**config.mk**
```make
export PLATFORM = sky130hd
export DESIGN_NAME = bfa_ctrl
export DESIGN_NICKNAME = d
export VERILOG_FILES = /design/src/rtl/core/bfa_pkg.sv /design/src/rtl/core/bfa_ctrl.sv
export SDC_FILE = /design/constraint.sdc
export NUM_CORES = 1
export LEC_CHECK = 0
export ABC_AREA = 0
export BUFFER_PORTS_ARGS = -buffer_cell sky130_fd_sc_hd__buf_4
export CELL_PAD_IN_SITES_DETAIL_PLACEMENT = 1
export CELL_PAD_IN_SITES_GLOBAL_PLACEMENT = 2
export CORE_AREA = 2 2 39 41
export DETAILED_ROUTE_END_ITERATION = 7
export DIE_AREA = 0 0 41 43
export PLACE_DENSITY_LB_ADDON = 0.1
export SETUP_SLACK_MARGIN = 0.3
export SKIP_CTS_REPAIR_TIMING = 1
export SLEW_MARGIN = 0
export SYNTH_ARGS = -nofsm -noshare
export SYNTH_HDL_FRONTEND = slang
export SYNTH_SLANG_ARGS = --single-unit
```
**constraint.sdc**
```tcl
create_clock -name clk -period 3.97 [get_ports clk]
set_clock_uncertainty 0.2 [all_clocks]
set_input_delay 1.191 -clock clk [delete_from_list [all_inputs] [get_ports clk]]
set_output_delay 1.191 -clock clk [all_outputs]
set_load 0.01 [all_outputs]
```
**src/rtl/core/bfa_pkg.sv**
```systemverilog
// ----------------------------------------------------------------------------
// bfa_pkg
// Shared constants, types and helpers for the bitmap frame allocator.
// ----------------------------------------------------------------------------
`default_nettype none

package bfa_pkg;

	localparam int MAX_FRAMES = 4096;
	localparam int WORD_BITS  = 32;
	localparam int FRAME_W    = 12;
	localparam int CNT_W      = 13;

	localparam int WORD_COUNT = (MAX_FRAMES + WORD_BITS - 1) / WORD_BITS;
	localparam int WADDR_W    = $clog2(WORD_COUNT);
	localparam int BIT_W      = $clog2(WORD_BITS);
	localparam int WCNT_W     = $clog2(WORD_COUNT + 1);
	localparam int FRAME_SPAN = 1 << FRAME_W;
	localparam int LIMIT_MAX  = (MAX_FRAMES < FRAME_SPAN) ? MAX_FRAMES : FRAME_SPAN;

	localparam logic [CNT_W-1:0] FC_RESET = CNT_W'(4096);

	// result status codes
	localparam logic [1:0] STAT_DONE   = 2'd0;
	localparam logic [1:0] STAT_NOP    = 2'd1;
	localparam logic [1:0] STAT_NOFREE = 2'd2;

	typedef enum logic [1:0] {
		S_IDLE,
		S_DECIDE,
		S_SCAN,
		S_FREE_WR
	} ctrl_state_t;

	typedef enum logic [1:0] {
		RES_ECHO,
		RES_NOFREE,
		RES_ALLOC,
		RES_FREED
	} res_sel_t;

	typedef struct packed {
		logic     capture;
		logic     scan_init;
		logic     scan_step;
		logic     rd_free;
		logic     wr_alloc;
		logic     wr_free;
		logic     load;
		res_sel_t res_sel;
	} bfa_cmd_t;

	typedef struct packed {
		logic alloc;
		logic pf_zero;
		logic pf_out;
		logic no_words;
		logic hit;
		logic last;
	} bfa_flags_t;

	// lowest clear bit of a bitmap word
	function automatic logic [BIT_W-1:0] first_zero(input logic [WORD_BITS-1:0] w);
		logic [BIT_W-1:0] idx;
		idx = '0;
		for (int i = WORD_BITS - 1; i >= 0; i--) begin
			if (!w[i]) begin
				idx = BIT_W'(i);
			end
		end
		return idx;
	endfunction

endpackage

`default_nettype wire

```
**src/rtl/core/bfa_ctrl.sv**
```systemverilog
// ----------------------------------------------------------------------------
// bfa_ctrl
// Request sequencer: decides the request kind, runs the word scan or the
// read-modify-write of a free, and tells the datapath when to load a result.
// ----------------------------------------------------------------------------
`default_nettype none

module bfa_ctrl
	import bfa_pkg::*;
(
	input  wire logic       clk,
	input  wire logic       arst_n,
	input  wire logic       start,
	input  wire bfa_flags_t flags,
	output bfa_cmd_t        cmd,
	output logic            busy
);

	ctrl_state_t state_q, state_d;

	always_ff @(posedge clk or negedge arst_n) begin
		if (!arst_n) begin
			state_q <= S_IDLE;
		end else begin
			state_q <= state_d;
		end
	end

	always_comb begin
		state_d = state_q;
		cmd     = '0;
		cmd.res_sel = RES_ECHO;
		unique case (state_q)
			S_IDLE: begin
				if (start) begin
					cmd.capture = 1'b1;
					state_d     = S_DECIDE;
				end
			end
			S_DECIDE: begin
				if (flags.alloc) begin
					if (!flags.pf_zero) begin
						cmd.load    = 1'b1;
						cmd.res_sel = RES_ECHO;
						state_d     = S_IDLE;
					end else if (flags.no_words) begin
						cmd.load    = 1'b1;
						cmd.res_sel = RES_NOFREE;
						state_d     = S_IDLE;
					end else begin
						cmd.scan_init = 1'b1;
						state_d       = S_SCAN;
					end
				end else begin
					if (flags.pf_zero || flags.pf_out) begin
						cmd.load    = 1'b1;
						cmd.res_sel = RES_ECHO;
						state_d     = S_IDLE;
					end else begin
						cmd.rd_free = 1'b1;
						state_d     = S_FREE_WR;
					end
				end
			end
			S_SCAN: begin
				cmd.scan_step = 1'b1;
				if (flags.hit) begin
					cmd.wr_alloc = 1'b1;
					cmd.load     = 1'b1;
					cmd.res_sel  = RES_ALLOC;
					state_d      = S_IDLE;
				end else if (flags.last) begin
					cmd.load    = 1'b1;
					cmd.res_sel = RES_NOFREE;
					state_d     = S_IDLE;
				end
			end
			S_FREE_WR: begin
				cmd.wr_free = 1'b1;
				cmd.load    = 1'b1;
				cmd.res_sel = RES_FREED;
				state_d     = S_IDLE;
			end
			default: begin
				state_d = S_IDLE;
			end
		endcase
	end

	assign busy = (state_q != S_IDLE);

	a_busy_from_start: assert property (@(posedge clk) disable iff (!arst_n)
		$rose(busy) |-> $past(start))
		else $error("busy rose without a start");

	a_scan_ends_with_load: assert property (@(posedge clk) disable iff (!arst_n)
		(state_q == S_SCAN && state_d == S_IDLE) |-> cmd.load)
		else $error("scan left without a result");

	a_one_write: assert property (@(posedge clk) disable iff (!arst_n)
		$onehot0({cmd.wr_alloc, cmd.wr_free, cmd.capture}))
		else $error("conflicting commands");

endmodule

`default_nettype wire

```
==> key figures <==
Run status
  • Status: complete, no violations

Placement
  • Placement Cell Area: 343 µm²
  • Setup WS pre-CTS: 0.649 ns
  • RePlAce Congestion: 0.639
  • Placed cells: 57
  • IO buf count: 18
  • Detail Placement HPWL: 500 µm

Clock network
  • Worst-skew pair later-pin latency: 0.22 ns
  • Max Buffers Root-to-Sink: 2
  • Clock Root Buffer: clkbuf_4
  • Clk pin slew, worst setup/hold paths: 0.03 ns
  • CTS Buf Count: 3
  • CTS tree: yes
  • Htree depth: 1
  • # clock sinks: 2

Yosys
  • Post-synthesis register bit count: 2
  • Post-synth top cells: nor2_1, a31oi_1, dfrtp_1, inv_1
  • Most common cell in the synthesized netlist: nor2_1
  • Top area cells in the synthesized netlist: dfrtp_1, a31oi_1, nor4_2
  • Async SR Flop Fraction: 100%
  • Post-synthesis cell type count: 18
  • Synth top area share: 26.7%
  • Synth Flop Type: dfrtp_1
  • Synthesized area: 188 µm²
  • Area leader, netlist: dfrtp_1
  • Post-Synthesis Mean Instance Area: 8.16 µm²
  • Number of synthesized flops with an enable pin: 0
  • Syn. warnings: 0
  • Synth Net Count: 32
  • Seq/Total Area, Yosys: 26.7%
  • Synth Instances: 23

Setup path
  • Arr. time, crit path: between 1.5 and 2 ns
  • Startpoint Class: input pin
  • Critical R2R Launch: state_q[1]$_DFFE_PN0P_
  • Peak per-stage delay on the critical path: 0.35 ns
  • Cell depth of the worst flop-to-flop path: 3
  • Worst R2R Setup Slack: 2.58 ns
  • Crit end category: output port
  • Slowest CP cell: o311ai_0
  • WS Path Type: in2out
  • RR Endpoint: state_q[1]$_DFFE_PN0P_
  • CP cell instances: buf_4 > o311ai_0 > nand2_1 > buf_4
  • Critical path's most frequent cell: buf_4
  • Critical Path Fanout Max: 4
  • Required time worst endpoint: 2.58 ns

Detailed routing
  • Drt initial violations: 4
  • Drt drc: 0
  • DRT Pass-1 Iters: 2
  • Final WL: 617 µm
  • Met2 Wirelength: ~340 µm
  • Met1 Wirelength: 231 µm
  • Average wire per standard cell: between 10 and 15 µm
  • Vias post-DR: 244
  • Top sig layer: met3
  • Final ANT Viol Nets: 0
  • Vias/cell: 4.07
  • WL met3: about 50 µm

Pwr
  • Sw Ratio: 28.7%
  • Register share of total power: 25.5%
  • Total chip power: 0.108 mW
  • Internal Pwr Total: 0.0770 mW
  • Power per Cell Area: 295 nW/µm²
  • P_leak: approximately 0.19 nW
  • NetSw: 0.0309 mW
  • Clock group share of total power: 40.5%
  • VDD IR max: 78.7 µV
  • Logic pwr share: about a third

Layout
  • Share of layout cells above drive strength 1: between 50 and 60%
  • # diodes: 0
  • Max reg flops: 2
  • Final std cells w/o fill: 60
  • Layout Utilization: 26.4%
  • Total Nets Final: 55
  • Largest Register: state_q
  • Area grow syn2layout: 94.7%
  • Top Registers: state_q: 2 flops
  • Design area: ~370 µm²

STA
  • Post-layout min period: 3.30 ns
  • Worst hold margin: around 0.55 ns
  • Final Hold Viols: 0
  • RSZ-0062 raised after global routing: false
  • Max Clk Rate: 0.303 GHz
  • Slew of the pin with the lowest slew margin: 0.336 ns
  • # setup viols final: 0
  • Setup_tns: 0 ns
  • Max-slew headroom: a little under 80%
  • Slew Viols, Final: 0
  • Period utilization: 83.1%
  • Final worst slack: 0.669 ns

Floorplanning
  • Height of the chip: around 43 µm
  • Die Wd: 41 µm
  • Initial Util: 13.6%
  • Cell Rows: 14
  • Core ar.: 1380 µm²
  • Die area: around 1800 µm²
  • IO Count: 19

Run
  • Max-Cap Viols: 0

Global route
  • Total gr overflow: 0
  • First-pass GRT wire length: 1010 µm
  • GRT Util Overall: 8.32%
  • Vias in the first global route: approximately 260
  • Initial antenna violation count: 0
  • Largest net degree at the start of global routing: 10

Hold path
  • HP Class: in2async
-- layout by cell type, fill, tap and decap left out, types with 2 or more instances in the layout --
cell,Yosys,layout
a31oi_1,2,2
buf_4,0,18
clkbuf_4,0,3
dfrtp_1,2,2
inv_1,2,2
nor2_1,3,3
-- metal layers --
layer | up-vias | GRT usage [%]
met5 | - | 0
met4 | 0 | 4.00
met3 | 0 | 1.57
met2 | 10 | 14.1
met1 | 109 | 9.29
li1 | 125 | -
-- worst max path at each step --
stage / start / cells past startpoint / to / slack [ns]
final: flags[4] / 4 / cmd[2] / 0.67
after global routing: flags[4] / 4 / cmd[2] / 0.57
after CTS: flags[4] / 4 / cmd[2] / 0.65
after detailed placement: flags[4] / 4 / cmd[2] / 0.65
after global placement: flags[4] / 4 / cmd[2] / 0.67
after floorplan: flags[4] / 2 / cmd[2] / 0.96
-- cells by family (layout without fill, tap and decap cells) --
logic type | after synthesis | in the layout | share of synthesized area [%]
DFF | 2 | 2 | 26.7
buffers and inverters | 2 | 23 | 4.00
AOI/OAI and AO/OA | 5 | 5 | 19.3
and+or+nand+nor | 14 | 14 | 50.0
-- power groups by stage --
stage	Sequential, mW	Combinational [mW]	Clock (mW)
2_1_floorplan	0.0262	0.0162	0
3_3_place_gp	0.0280	0.0366	0
3_5_place_dp	0.0280	0.0372	0
4_1_cts	0.0277	0.0374	0.0467
5_1_grt	0.0286	0.0409	0.0478
6_report	0.0276	0.0367	0.0437
-- critical path: cells and delay by family --
family	cells	cell delay, ns
AOI/OAI and AO/OA	1	0.35
buffers and inverters	2	0.27
and+or+nand+nor	1	0.09
-- area by class of cell --
cell class / count / area, µm²
Fill cell: 172 / 1020
Inverter: 2 / 7.51
Multi-Input combinational cell: 19 / 130
Tap cell: 16 / 20.0
Clock buffer: 3 / 22.5
Timing Repair Buffer: 18 / 135
Sequential cell: 2 / 50.0
Power figures use the tool's default switching activity.
